--- src/design/lcs_pkg.sv ---
// Shared types and codes for the LED chain serializer.
package lcs_pkg;

    localparam int PIXEL_BITS = 24;
    localparam int INDEX_BITS = 10;

    localparam logic [1:0] ACT_WRITE = 2'd0;
    localparam logic [1:0] ACT_CLEAR = 2'd1;
    localparam logic [1:0] ACT_START = 2'd2;
    localparam logic [1:0] ACT_TICK  = 2'd3;

    localparam logic [1:0] CFG_BIT_PERIOD  = 2'd0;
    localparam logic [1:0] CFG_ZERO_HIGH   = 2'd1;
    localparam logic [1:0] CFG_ONE_HIGH    = 2'd2;
    localparam logic [1:0] CFG_RESET_SLOTS = 2'd3;

    typedef enum logic [2:0] {
        ST_IDLE = 3'b001,
        ST_DATA = 3'b010,
        ST_TAIL = 3'b100
    } frame_state_t;

    typedef struct packed {
        logic [15:0] bit_period;
        logic [15:0] zero_high;
        logic [15:0] one_high;
        logic [9:0]  reset_slots;
    } cfg_t;

    typedef struct packed {
        logic                  wr_en;
        logic [INDEX_BITS-1:0] wr_addr;
        logic [PIXEL_BITS-1:0] wr_data;
        logic                  clear;
    } store_ctl_t;

    typedef struct packed {
        logic level;
        logic sending;
        logic done;
    } result_t;

endpackage

--- src/design/lcs_pixel_store.sv ---
// Pixel memory with clear sweep, registered read port and a copy of pixel 0.
module lcs_pixel_store #(
    parameter int PIXEL_COUNT = 8,
    localparam int AW = (PIXEL_COUNT > 1) ? $clog2(PIXEL_COUNT) : 1
) (
    input  logic                          clk,
    input  logic                          rst_n,
    input  lcs_pkg::store_ctl_t           ctl,
    input  logic [AW-1:0]                 rd_addr,
    output logic [lcs_pkg::PIXEL_BITS-1:0] rd_data,
    output logic [lcs_pkg::PIXEL_BITS-1:0] pix0,
    output logic                          sweeping
);

    localparam logic [AW-1:0] LAST = AW'(PIXEL_COUNT - 1);

    logic [lcs_pkg::PIXEL_BITS-1:0] mem [PIXEL_COUNT];
    logic [lcs_pkg::PIXEL_BITS-1:0] mem_q_reg;
    logic [lcs_pkg::PIXEL_BITS-1:0] pix0_reg;
    logic                           sweep_reg;
    logic [AW-1:0]                  sweep_cnt_reg;

    logic                           we;
    logic [AW-1:0]                  wa;
    logic [lcs_pkg::PIXEL_BITS-1:0] wd;

    always_comb
    begin
        if (sweep_reg)
        begin
            we = 1'b1;
            wa = sweep_cnt_reg;
            wd = '0;
        end
        else
        begin
            we = ctl.wr_en;
            wa = ctl.wr_addr[AW-1:0];
            wd = ctl.wr_data;
        end
    end

    always_ff @(posedge clk)
    begin
        if (we)
        begin
            mem[wa] <= wd;
        end
        mem_q_reg <= mem[rd_addr];
    end

    always_ff @(posedge clk or negedge rst_n)
    begin
        if (!rst_n)
        begin
            sweep_reg     <= 1'b1;
            sweep_cnt_reg <= '0;
            pix0_reg      <= '0;
        end
        else
        begin
            if (ctl.clear)
            begin
                sweep_reg     <= 1'b1;
                sweep_cnt_reg <= '0;
                pix0_reg      <= '0;
            end
            else if (sweep_reg)
            begin
                if (sweep_cnt_reg == LAST)
                begin
                    sweep_reg <= 1'b0;
                end
                else
                begin
                    sweep_cnt_reg <= sweep_cnt_reg + 1'b1;
                end
            end
            else if (ctl.wr_en && (ctl.wr_addr == '0))
            begin
                pix0_reg <= ctl.wr_data;
            end
        end
    end

    assign rd_data  = mem_q_reg;
    assign pix0     = pix0_reg;
    assign sweeping = sweep_reg;

endmodule

--- src/design/lcs_line_timer.sv ---
// Frame sequencer: slot and tick counters, bit shifter and line level.
module lcs_line_timer #(
    parameter int PIXEL_COUNT = 8,
    localparam int AW = (PIXEL_COUNT > 1) ? $clog2(PIXEL_COUNT) : 1
) (
    input  logic                           clk,
    input  logic                           rst_n,
    input  logic                           step,
    input  logic [1:0]                     action,
    input  lcs_pkg::cfg_t                  cfg,
    input  logic [lcs_pkg::PIXEL_BITS-1:0] pix0,
    input  logic [lcs_pkg::PIXEL_BITS-1:0] next_pixel,
    output logic [AW-1:0]                  fetch_addr,
    output logic                           busy,
    output lcs_pkg::result_t               result
);

    localparam logic [AW-1:0] LAST = AW'(PIXEL_COUNT - 1);
    localparam logic [AW-1:0] FIRST_FETCH = (PIXEL_COUNT > 1) ? AW'(1) : '0;
    localparam logic [4:0] LAST_BIT = 5'(lcs_pkg::PIXEL_BITS - 1);

    lcs_pkg::frame_state_t          state_reg;
    logic [15:0]                    tick_reg;
    logic [4:0]                     bit_cnt_reg;
    logic [AW-1:0]                  pix_cnt_reg;
    logic [AW-1:0]                  fetch_reg;
    logic [9:0]                     tail_cnt_reg;
    logic [lcs_pkg::PIXEL_BITS-1:0] word_reg;

    logic [15:0] period_eff;
    logic [16:0] tick_inc;
    logic [10:0] tail_inc;
    logic        slot_end;
    logic        tail_end;
    logic [15:0] high_now;
    logic [15:0] high_start;
    logic        level_now;
    logic        do_start;
    logic        do_tick;
    logic        frame_end;

    always_comb
    begin
        period_eff = (cfg.bit_period == '0) ? 16'd1 : cfg.bit_period;
        tick_inc   = {1'b0, tick_reg} + 17'd1;
        slot_end   = tick_inc >= {1'b0, period_eff};
        tail_inc   = {1'b0, tail_cnt_reg} + 11'd1;
        tail_end   = tail_inc >= {1'b0, cfg.reset_slots};
        high_now   = word_reg[lcs_pkg::PIXEL_BITS-1] ? cfg.one_high : cfg.zero_high;
        high_start = pix0[lcs_pkg::PIXEL_BITS-1] ? cfg.one_high : cfg.zero_high;
        level_now  = (state_reg == lcs_pkg::ST_DATA) && (tick_reg < high_now);
        do_start   = step && (action == lcs_pkg::ACT_START) && (state_reg == lcs_pkg::ST_IDLE);
        do_tick    = step && (action == lcs_pkg::ACT_TICK) && (state_reg != lcs_pkg::ST_IDLE);

        frame_end = 1'b0;
        if (do_tick && slot_end)
        begin
            if (state_reg == lcs_pkg::ST_DATA)
            begin
                frame_end = (bit_cnt_reg == LAST_BIT) && (pix_cnt_reg == LAST)
                            && (cfg.reset_slots == '0);
            end
            else
            begin
                frame_end = tail_end;
            end
        end

        if (do_start)
        begin
            result.level   = (high_start != '0);
            result.sending = 1'b1;
        end
        else
        begin
            result.level   = level_now;
            result.sending = (state_reg != lcs_pkg::ST_IDLE) && !frame_end;
        end
        result.done = frame_end;
    end

    always_ff @(posedge clk or negedge rst_n)
    begin
        if (!rst_n)
        begin
            state_reg    <= lcs_pkg::ST_IDLE;
            tick_reg     <= '0;
            bit_cnt_reg  <= '0;
            pix_cnt_reg  <= '0;
            fetch_reg    <= '0;
            tail_cnt_reg <= '0;
        end
        else if (do_start)
        begin
            state_reg   <= lcs_pkg::ST_DATA;
            tick_reg    <= '0;
            bit_cnt_reg <= '0;
            pix_cnt_reg <= '0;
            fetch_reg   <= FIRST_FETCH;
        end
        else if (do_tick)
        begin
            if (!slot_end)
            begin
                tick_reg <= tick_inc[15:0];
            end
            else
            begin
                tick_reg <= '0;
                if (frame_end)
                begin
                    state_reg <= lcs_pkg::ST_IDLE;
                end
                else if (state_reg == lcs_pkg::ST_DATA)
                begin
                    if (bit_cnt_reg == LAST_BIT)
                    begin
                        bit_cnt_reg <= '0;
                        if (pix_cnt_reg == LAST)
                        begin
                            state_reg    <= lcs_pkg::ST_TAIL;
                            tail_cnt_reg <= '0;
                        end
                        else
                        begin
                            pix_cnt_reg <= pix_cnt_reg + 1'b1;
                            if (fetch_reg != LAST)
                            begin
                                fetch_reg <= fetch_reg + 1'b1;
                            end
                        end
                    end
                    else
                    begin
                        bit_cnt_reg <= bit_cnt_reg + 1'b1;
                    end
                end
                else
                begin
                    tail_cnt_reg <= tail_inc[9:0];
                end
            end
        end
    end

    // MSB of word_reg is the bit on the line
    always_ff @(posedge clk)
    begin
        if (do_start)
        begin
            word_reg <= pix0;
        end
        else if (do_tick && slot_end && (state_reg == lcs_pkg::ST_DATA))
        begin
            if (bit_cnt_reg == LAST_BIT)
            begin
                word_reg <= next_pixel;
            end
            else
            begin
                word_reg <= {word_reg[lcs_pkg::PIXEL_BITS-2:0], 1'b0};
            end
        end
    end

    assign fetch_addr = fetch_reg;
    assign busy       = (state_reg != lcs_pkg::ST_IDLE);

endmodule

--- src/design/rgb_led_chain_serializer_unit.sv ---
// Top level of the one-wire RGB LED chain serializer.
// One command is taken per clock (write pixel, clear, start frame, tick) when no sweep
// runs and the status output is free, and each gives one status transfer: line level,
// sending flag and frame_done on tlast. Commands pass an input register and a result
// register, so the sustained rate is one per cycle when the output does not stall. A
// clear while idle, and reset, start a sweep of the pixel memory during which no
// command is taken; configuration writes are taken at any time. Pixels are sent green,
// red, blue, MSB first, followed by reset_slots low slots.
module rgb_led_chain_serializer_unit #(
    parameter int PIXEL_COUNT = 8
) (
    input  logic        clk,
    input  logic        rst_n,
    input  logic        s_axis_tvalid,
    output logic        s_axis_tready,
    input  logic [39:0] s_axis_tdata,  // pixel_index[9:0], red, green, blue, zero pad
    input  logic [1:0]  s_axis_tuser,  // action[1:0]
    output logic        m_axis_tvalid,
    input  logic        m_axis_tready,
    output logic [7:0]  m_axis_tdata,  // line_level, sending, zero pad
    output logic        m_axis_tlast,  // frame_done
    input  logic        cfg_valid,
    output logic        cfg_ready,
    input  logic [1:0]  cfg_index,
    input  logic [15:0] cfg_data
);

    localparam int AW = (PIXEL_COUNT > 1) ? $clog2(PIXEL_COUNT) : 1;

    lcs_pkg::cfg_t      cfg_reg;
    logic               s1_valid_reg;
    logic [1:0]         s1_action_reg;
    logic [9:0]         s1_index_reg;
    logic [7:0]         s1_red_reg;
    logic [7:0]         s1_green_reg;
    logic [7:0]         s1_blue_reg;
    logic               out_valid_reg;
    lcs_pkg::result_t   res_reg;

    logic                           s1_move;
    logic                           res_free;
    logic                           sweeping;
    logic                           busy;
    lcs_pkg::store_ctl_t            store_ctl;
    lcs_pkg::result_t               result;
    logic [AW-1:0]                  fetch_addr;
    logic [lcs_pkg::PIXEL_BITS-1:0] next_pixel;
    logic [lcs_pkg::PIXEL_BITS-1:0] pix0;

    assign cfg_ready     = 1'b1;
    assign res_free      = !out_valid_reg || m_axis_tready;
    assign s1_move       = s1_valid_reg && res_free && !sweeping;
    assign s_axis_tready = !sweeping && (!s1_valid_reg || s1_move);

    always_comb
    begin
        store_ctl.wr_en   = s1_move && !busy && (s1_action_reg == lcs_pkg::ACT_WRITE)
                            && ({1'b0, s1_index_reg} < 11'(PIXEL_COUNT));
        store_ctl.wr_addr = s1_index_reg;
        store_ctl.wr_data = {s1_green_reg, s1_red_reg, s1_blue_reg};
        store_ctl.clear   = s1_move && !busy && (s1_action_reg == lcs_pkg::ACT_CLEAR);
    end

    always_ff @(posedge clk or negedge rst_n)
    begin
        if (!rst_n)
        begin
            cfg_reg.bit_period  <= 16'd100;
            cfg_reg.zero_high   <= 16'd32;
            cfg_reg.one_high    <= 16'd64;
            cfg_reg.reset_slots <= 10'd100;
        end
        else if (cfg_valid && cfg_ready)
        begin
            case (cfg_index)
                lcs_pkg::CFG_BIT_PERIOD:  cfg_reg.bit_period  <= cfg_data;
                lcs_pkg::CFG_ZERO_HIGH:   cfg_reg.zero_high   <= cfg_data;
                lcs_pkg::CFG_ONE_HIGH:    cfg_reg.one_high    <= cfg_data;
                lcs_pkg::CFG_RESET_SLOTS: cfg_reg.reset_slots <= cfg_data[9:0];
                default: ;
            endcase
        end
    end

    always_ff @(posedge clk or negedge rst_n)
    begin
        if (!rst_n)
        begin
            s1_valid_reg  <= 1'b0;
            out_valid_reg <= 1'b0;
        end
        else
        begin
            if (s_axis_tvalid && s_axis_tready)
            begin
                s1_valid_reg <= 1'b1;
            end
            else if (s1_move)
            begin
                s1_valid_reg <= 1'b0;
            end

            if (s1_move)
            begin
                out_valid_reg <= 1'b1;
            end
            else if (m_axis_tready)
            begin
                out_valid_reg <= 1'b0;
            end
        end
    end

    always_ff @(posedge clk)
    begin
        if (s_axis_tvalid && s_axis_tready)
        begin
            s1_action_reg <= s_axis_tuser;
            s1_index_reg  <= s_axis_tdata[9:0];
            s1_red_reg    <= s_axis_tdata[17:10];
            s1_green_reg  <= s_axis_tdata[25:18];
            s1_blue_reg   <= s_axis_tdata[33:26];
        end
        if (s1_move)
        begin
            res_reg <= result;
        end
    end

    lcs_pixel_store #(
        .PIXEL_COUNT(PIXEL_COUNT)
    ) u_store (
        .clk      (clk),
        .rst_n    (rst_n),
        .ctl      (store_ctl),
        .rd_addr  (fetch_addr),
        .rd_data  (next_pixel),
        .pix0     (pix0),
        .sweeping (sweeping)
    );

    lcs_line_timer #(
        .PIXEL_COUNT(PIXEL_COUNT)
    ) u_timer (
        .clk        (clk),
        .rst_n      (rst_n),
        .step       (s1_move),
        .action     (s1_action_reg),
        .cfg        (cfg_reg),
        .pix0       (pix0),
        .next_pixel (next_pixel),
        .fetch_addr (fetch_addr),
        .busy       (busy),
        .result     (result)
    );

    assign m_axis_tvalid = out_valid_reg;
    assign m_axis_tdata  = {6'd0, res_reg.sending, res_reg.level};
    assign m_axis_tlast  = res_reg.done;

    a_done_ends_send: assert property (@(posedge clk) disable iff (!rst_n)
        out_valid_reg && res_reg.done |-> !res_reg.sending)
        else $error("frame_done reported while still sending");

    a_start_sets_busy: assert property (@(posedge clk) disable iff (!rst_n)
        s1_move && !busy && (s1_action_reg == lcs_pkg::ACT_START) |=> busy)
        else $error("start command did not begin a frame");

    a_no_store_access_busy: assert property (@(posedge clk) disable iff (!rst_n)
        busy |-> !store_ctl.wr_en && !store_ctl.clear && !sweeping)
        else $error("pixel store changed during a frame");

    a_stall_holds_item: assert property (@(posedge clk) disable iff (!rst_n)
        s1_valid_reg && !s1_move |=> s1_valid_reg && $stable(s1_action_reg))
        else $error("pending command lost while stalled");

endmodule

--- config.mk ---
export PLATFORM = sky130hd
export DESIGN_NAME = rgb_led_chain_serializer_unit
export DESIGN_NICKNAME = d
export VERILOG_FILES = /design/src/design/lcs_pkg.sv /design/src/design/lcs_pixel_store.sv /design/src/design/lcs_line_timer.sv /design/src/design/rgb_led_chain_serializer_unit.sv
export SDC_FILE = /design/constraint.sdc
export NUM_CORES = 1
export LEC_CHECK = 0
export BUFFER_PORTS_ARGS = -buffer_cell sky130_fd_sc_hd__buf_2
export CAP_MARGIN = 30
export CORE_ASPECT_RATIO = 1.5
export CORE_MARGIN = 2
export CORE_UTILIZATION = 60
export CTS_CLUSTER_DIAMETER = 40
export CTS_CLUSTER_SIZE = 12
export DETAILED_ROUTE_END_ITERATION = 12
export HOLD_SLACK_MARGIN = 0.08
export PLACE_DENSITY = 0.75
export SLEW_MARGIN = 15
export SYNTH_ARGS = -nofsm -noshare
export SYNTH_HDL_FRONTEND = slang
export SYNTH_SLANG_ARGS = --single-unit
export TNS_END_PERCENT = 5
--- constraint.sdc ---
create_clock -name clk -period 10.2 [get_ports clk]
set_input_delay 1.02 -clock clk [delete_from_list [all_inputs] [get_ports clk]]
set_output_delay 1.02 -clock clk [all_outputs]
set_load 0.05 [all_outputs]
### After elaboration in Yosys (flattened, before gate mapping)

Memory sizes are Yosys's and may differ from the RTL's. A register that Yosys moved wholly into a read port is not among the register bits.
Index checks and enable logic that the tools add are counted.

| storage, ports and cells | value |
|---|---|
| RAM bits | 192 |
| input bits | 65 |
| memories | 1 |
| word-level logic and storage cells | 173 |
| register bits after elaboration | 191 |
| output and inout port bits | 12 |

Memory list:

| memory | words | bits a word | read ports | clocked after memory_dff | wr ports | RTL line | text |
|---|---|---|---|---|---|---|---|
| u_store.mem | 8 | 24 | 1 | 1 | 1 | lcs_pixel_store.sv:17 | `logic [lcs_pkg::PIXEL_BITS-1:0] mem [PIXEL_COUNT];` |

| cells by class | value |
|---|---|
| add/sub/neg operators | 6 |
| magnitude comparators | 4 |
| bitwise logic cells | 2 |
| multiplexer cells | 61 |
| equal/unequal tests | 19 |
| reductions and logical operators | 56 |

Operators with widths:

| operator | number |
|---|---|
| two-way mux 24 bit | 7 |
| two-way mux 16 bit | 6 |
| two-way mux 3 bit | 26 |
| two-way mux 10 bit | 3 |
| two-way mux 5 bit | 6 |
| zero test 10 bit | 2 |
| nonzero test 2 bit | 10 |
| logical AND 1 bit | 19 |
| adder 16 x 1 -> 17 bit (second input constant) | 1 |
| >= comparator 17 x 16 -> 1 bit | 1 |
| zero test 16 bit | 1 |
| < comparator 16 bit | 1 |
| nonzero test 16 bit | 1 |
| two-way mux 1 bit | 12 |
| AND reduction 2 bit | 6 |
| AND reduction 6 bit | 2 |
| adder 10 x 1 -> 11 bit (second input constant) | 1 |
| >= comparator 11 x 10 -> 1 bit | 1 |
| < comparator 10 x 4 -> 1 bit (second input constant) | 1 |
| adder 3 x 1 -> 3 bit (second input constant) | 3 |
| nonzero test 3 bit | 3 |
| equality test 2 bit (second input constant) | 4 |
| inequality test 2 bit (second input constant) | 4 |
| AND reduction 7 bit | 1 |
| 16 further kinds | 26 |

### Longest topological paths before layout

| logic depth | value |
|---|---|
| word-level depth | 12 |
| gate-level depth with buffers | 15 |
| mapped depth without buffers | 15 |

### Hierarchy

Synthesis repeated with hierarchy kept, for this count alone.

| second synthesis, totals | value |
|---|---|
| cells, all modules | 1,188 |
| area total of the unflattened synthesis | 17,814.6 um^2 |

Modules (own cells, without submodules):

| module | sequential area each (um^2) | area each (um^2) | cells an instance | times used |
|---|---|---|---|---|
| lcs_pixel_store | 6,947.9 | 9,424.0 | 475 | 1 |
| lcs_line_timer | 1,722.9 | 4,829.6 | 526 | 1 |
| rgb_led_chain_serializer_unit | 2,682.6 | 3,560.9 | 187 | 1 |

### Worst setup path after synthesis

OpenSTA, ideal clock, no wires.

| path | value |
|---|---|
| kind | register -> register |
| start point | register u_timer.tick_reg[4] |
| end point | register u_timer.word_reg[0] (netlist bit), enable pin |
| stages on the path, launching flop included | 14 |
| path buffers | 1 |
| setup slack | 6.001 ns |
| setup time | 0.411 ns |
| data required time | 9.789 ns |
| period minus slack after synthesis | 4.199 ns |
| data arrival time | 3.788 ns |
| cell sequence | dfrtp_1 and3_1 nand3_1 nor2_1 nand3_1 xnor2_1 ha_1 nand4_1 nor4_1 a32oi_1 a31oi_4 buf_6 inv_1 o21ai_1 |

| on the way | value |
|---|---|
| longest elaborated chain between the ends | 5 |

Ends and longest elaborated chain:

| element | RTL line | text |
|---|---|---|
| start: declaration | lcs_line_timer.sv:23 | `logic [15:0] tick_reg;` |
| start signal: assignment | lcs_line_timer.sv:105 | `tick_reg <= tick_inc[15:0];` |
| adder 16 x 1 -> 17 bit | lcs_line_timer.sv:45 | `tick_inc = {1'b0, tick_reg} + 17'd1;` |
| >= comparator 17 x 16 -> 1 bit | lcs_line_timer.sv:46 | `slot_end = tick_inc >= {1'b0, period_eff};` |
| logical AND 1 bit (2 in series) | lcs_line_timer.sv:153 | `else if (do_tick && slot_end && (state_reg == lcs_pkg::ST_DATA))` |
| nonzero test 2 bit (no line) | - |  |
| end signal: assignment | lcs_line_timer.sv:151 | `word_reg <= pix0;` |
| end signal: assignment | lcs_line_timer.sv:157 | `word_reg <= next_pixel;` |
| end signal: assignment | lcs_line_timer.sv:161 | `word_reg <= {word_reg[lcs_pkg::PIXEL_BITS-2:0], 1'b0};` |
| end: declaration | lcs_line_timer.sv:28 | `logic [lcs_pkg::PIXEL_BITS-1:0] word_reg;` |

No other way between the ends.
A chain may end at the register's enable or synchronous reset.

### Worst setup path after layout

| path | value |
|---|---|
| start point | register u_timer.tick_reg[4] |
| end point | register u_timer.word_reg[18] (netlist bit), enable pin |

The elaborated chain is that of the path after synthesis.

==> results.py <==
metrics = {
    "power_and_ir_drop": {
        "p_int_mw": 2.82,
        "power.static_leakage_nw": 7.56,
        "power.clock.fraction_pct": 40.3,
        "pwr_density_cell_nw_per_um2": 190,
        "power_frac_seq_pct": 51.6,
        "total_switching_power_mw": 0.880,
        "comb_power_share_pct": 8.2,
        "power_switching_share_pct": 23.8,
        "vdd_ir_drop_max_mv": 0.180,
    },
    "synth": {
        "synth-warning-count": 0,
        "synth-seq-area-share_pct": 65.5,
        "top_ff_cell_synth": "sky130_fd_sc_hd__edfxtp_1",
        "postSynthRegisterBits": 407,
        "avg_cell_area_syn_um2": 14.3,
        "synth_cell_types": 67,
        "synthCells": 1214,
        "async_flop_share_pct": 31.4,
        "synth_enable_flop_cells": 255,
        "syn_area_um2": 17300,
    },
    "timing": {
        "final_period_minus_worst_setup_slack_ps": 4350,
        "final_min_period_over_clock_period_pct": 42.6,
        "setup_total_negative_slack_ps": 0,
        "setup_violations": 0,
        "timing.max_slew.rel_slack_pct": 36.0,
        "maxSlewViolCount": 0,
        "timing_hold_violations_final": 0,
        "slew_of_the_pin_with_the_lowest_slew_margin_ps": 961,
        "timing.clock.skew_ps": 23.2,
        "rsz0062_at_grt": "false",
        "max_freq_mhz": 230,
    },
    "worst_setup_path": {
        "path_max_fanout": 16,
        "endpoint_kind": "flip-flop",
        "critical_path_required_ps": 10450,
        "crit_path_start_kind": "flip-flop",
        "worst_r2r_path_depth": 13,
        "critical_path_arrival_ps": 4600,
        "critPathKind": "reg2reg",
    },
    "cts": {
        "cts.path.max_buffers": 3,
        "clkTransAtPathRegs_ps": 60,
        "clkSinkCount": 407,
        "numCtsBuffers": 45,
        "insertion_delay_ps": 550,
        "cts_repair_resize_count": 0,
        "tritoncts": "done",
        "cts_hold_buffers_added": 0,
        "post_cts_setup_buffer_count": 0,
        "htreeDepth": 2,
        "clock_root_buffer_master": "sky130_fd_sc_hd__clkbuf_16",
    },
    "placed_design": {
        "detailed_place.area_um2": 18100,
        "place.gp.congestion": 0.837,
        "place.detailed.hpwl_um": 21900,
        "numPortBuffers": 63,
        "count_of_placed_standard_cells_including_taps": 1629,
    },
    "worst_hold_path": {
        "hold_path.class": "reg2reg",
        "worst_hold_path.num_cells": 2,
    },
    "cells_and_area": {
        "final_cells": 1716,
        "largest_reg_flops": 192,
        "post-route-util_pct": 68.2,
        "area.growth.synth_to_final_pct": 12.6,
        "design_area_um2": 19500,
        "final_net_count": 1404,
        "final_layout_size_suffix_gt1_share_pct": 22.9,
    },
    "route": {
        "antenna_violating_nets_post_route": 0,
        "via_count": 10203,
        "routedWlPerCell_um": 21.3,
        "overall_routed_net_length_um": 36500,
        "post_drt_via_cell_ratio": 5.95,
        "detailedRoute.firstIterationViolations": 615,
        "dr.pass1.iters": 5,
        "drc": 0,
    },
    "global_routing": {
        "grt_use_total_pct": 24.9,
        "total_grt_overflow": 0,
        "largest_net_degree_at_the_start_of_global_routing": 73,
        "grt_antenna_before_repair": 1,
        "grt_pass1_vias": 10685,
        "wire_length_of_the_first_global_routing_pass_um": 57200,
    },
    "job": {
        "drv_cap": 0,
    },
    "die": {
        "fp.dieW_um": 143,
        "initial_cell_density_of_the_core_pct": 60.6,
        "die_area_um2": 30300,
        "placementRows": 76,
        "dieHeight_um": 212,
        "coreArea_um2": 28600,
        "design.portCount": 77,
    },
    "outcome": {
        "run_status": "completed",
    },
}
critical path: stages (launching register included):
cell and delay [ps]:
sky130_fd_sc_hd__dfrtp_1 470, sky130_fd_sc_hd__and3_1 190, sky130_fd_sc_hd__nand3_1 190, sky130_fd_sc_hd__nor2_1 440, sky130_fd_sc_hd__nand3_1 150, sky130_fd_sc_hd__xnor2_1 180
sky130_fd_sc_hd__ha_1 330, sky130_fd_sc_hd__nand4_1 200, sky130_fd_sc_hd__nor4_1 330, sky130_fd_sc_hd__a32oi_1 160, sky130_fd_sc_hd__a31oi_4 480, sky130_fd_sc_hd__inv_1 190
sky130_fd_sc_hd__o21ai_4 480, sky130_fd_sc_hd__buf_16 230
cell families (layout without fill, tap and decap cells):
group / count (synthesis) / count (layout) / share of synthesized area (%)
compound gates: 131 / 131 / 5.02
xor+xnor: 24 / 24 / 1.21
fa+ha+maj: 50 / 50 / 3.61
buf+inv: 97 / 203 / 2.39
flops: 407 / 407 / 65.5
mux: 138 / 138 / 11.9
other cells: 2 / 8 / 0.0433
simple gates: 365 / 365 / 10.3
through the flow:
stage | worst slack [ps] | total power [mW] | hold WS (ps)
4_1_cts | 5660 | 3.73 | 490
3_5_place_dp | 5710 | 2.24 | 479
5_1_grt | 5580 | 3.84 | 516
6_report | 5850 | 3.70 | 488
3_3_place_gp | 5740 | 2.23 | 469
2_1_floorplan | 6000 | 2.13 | 455
synthesized netlist by cell type (3+ instances only):
cell / instances / area share (%)
sky130_fd_sc_hd__o21ai_1: 8 / 0.23
sky130_fd_sc_hd__dfstp_2: 10 / 1.5
sky130_fd_sc_hd__xnor2_1: 19 / 0.96
sky130_fd_sc_hd__buf_1: 4 / 0.087
sky130_fd_sc_hd__nand3b_1: 3 / 0.13
sky130_fd_sc_hd__o21ai_0: 26 / 0.75
sky130_fd_sc_hd__or3_1: 3 / 0.11
sky130_fd_sc_hd__a21o_1: 8 / 0.35
sky130_fd_sc_hd__a21oi_1: 18 / 0.52
sky130_fd_sc_hd__nand2_1: 129 / 2.8
sky130_fd_sc_hd__nor3b_1: 3 / 0.13
sky130_fd_sc_hd__and3_1: 7 / 0.25
sky130_fd_sc_hd__mux2_2: 69 / 4.5
sky130_fd_sc_hd__dfrtp_1: 118 / 17
sky130_fd_sc_hd__nor2_1: 58 / 1.3
sky130_fd_sc_hd__o211ai_1: 3 / 0.13
sky130_fd_sc_hd__ha_1: 50 / 3.6
sky130_fd_sc_hd__clkbuf_1: 38 / 0.82
sky130_fd_sc_hd__nor2_2: 3 / 0.11
sky130_fd_sc_hd__and2_1: 4 / 0.14
sky130_fd_sc_hd__nor4_1: 11 / 0.40
sky130_fd_sc_hd__a22o_1: 11 / 0.56
sky130_fd_sc_hd__nand4_1: 11 / 0.40
sky130_fd_sc_hd__buf_2: 10 / 0.29
sky130_fd_sc_hd__a32oi_1: 3 / 0.15
sky130_fd_sc_hd__nand2b_1: 5 / 0.18
sky130_fd_sc_hd__inv_1: 35 / 0.76
sky130_fd_sc_hd__o311ai_1: 3 / 0.15
sky130_fd_sc_hd__a31oi_1: 33 / 1.2
sky130_fd_sc_hd__dfxtp_1: 24 / 2.8
sky130_fd_sc_hd__edfxtp_1: 255 / 44
sky130_fd_sc_hd__nor2b_1: 28 / 1.0
sky130_fd_sc_hd__mux4_2: 48 / 6.2
sky130_fd_sc_hd__nor3_1: 7 / 0.20
sky130_fd_sc_hd__or4_1: 5 / 0.22
sky130_fd_sc_hd__buf_4: 8 / 0.35
sky130_fd_sc_hd__mux2i_1: 21 / 1.2
sky130_fd_sc_hd__xor2_1: 5 / 0.25
sky130_fd_sc_hd__nand3_1: 76 / 2.2
layout by cell type, fill, tap and decap left out, drive strengths merged, types with 4 or more instances in the layout:
cell      n
edfxtp  255
a21o      8
clkbuf   70
and2      4
inv      42
and3      7
dfxtp    24
nor4     11
nor2b    28
nand3    78
dfstp    10
clkinv    5
mux2     69
conb      7
buf      84
dfrtp   118
mux2i    21
xor2      5
nand2   130
ha       50
o21ai    34
mux4     48
o211ai    4
xnor2    19
a21oi    18
nand4    12
a31oi    35
nor3      8
nand2b    5
a22o     11
nor2     61
nor3b     4
or4       5
routing by layer:
| metal | up-vias | routed length [um] | GRT usage, % |
|---|---|---|---|
| li1 | 4698 | - | - |
| met1 | 5126 | 13800 | 28.7 |
| met2 | 299 | 19600 | 46.1 |
| met3 | 80 | 1920 | 4.30 |
| met4 | 0 | 1240 | 9.22 |
| met5 | - | 0 | 0 |
power by group through the flow:
| stage | logic, mW | registers, mW | clock network (mW) |
|---|---|---|---|
| floorplan | 0.202 | 1.93 | 0 |
| global placement | 0.285 | 1.94 | 0 |
| detailed placement | 0.298 | 1.94 | 0 |
| CTS | 0.300 | 1.91 | 1.52 |
| global route | 0.338 | 1.92 | 1.58 |
| finish | 0.302 | 1.91 | 1.49 |
worst paths after layout:
path,from,endpoint,slack (ps)
max in group asynchronous,rst_n,cfg_reg[5],8520
min in group asynchronous,rst_n,m_axis_tvalid,570
worst min register to register,u_timer.state_reg[0],u_timer.state_reg[0],490
worst max-delay path,u_timer.tick_reg[4],u_timer.word_reg[18],5850
worst max register to register,u_timer.tick_reg[4],u_timer.word_reg[18],5850
worst min-delay path,u_timer.state_reg[0],u_timer.state_reg[0],490
final cells by class:
type                    instances  area, um2
multi-input cells             715       5630
clock inverters                13        108
repair buffers                 84        548
clock buffers                  70       1250
well taps                     390        488
diodes                          1       2.50
inverters                      36        135
flip-flops and latches        407      11400
fillers                      1966       9100
Note: power is estimated with default switching activity, not from simulation.
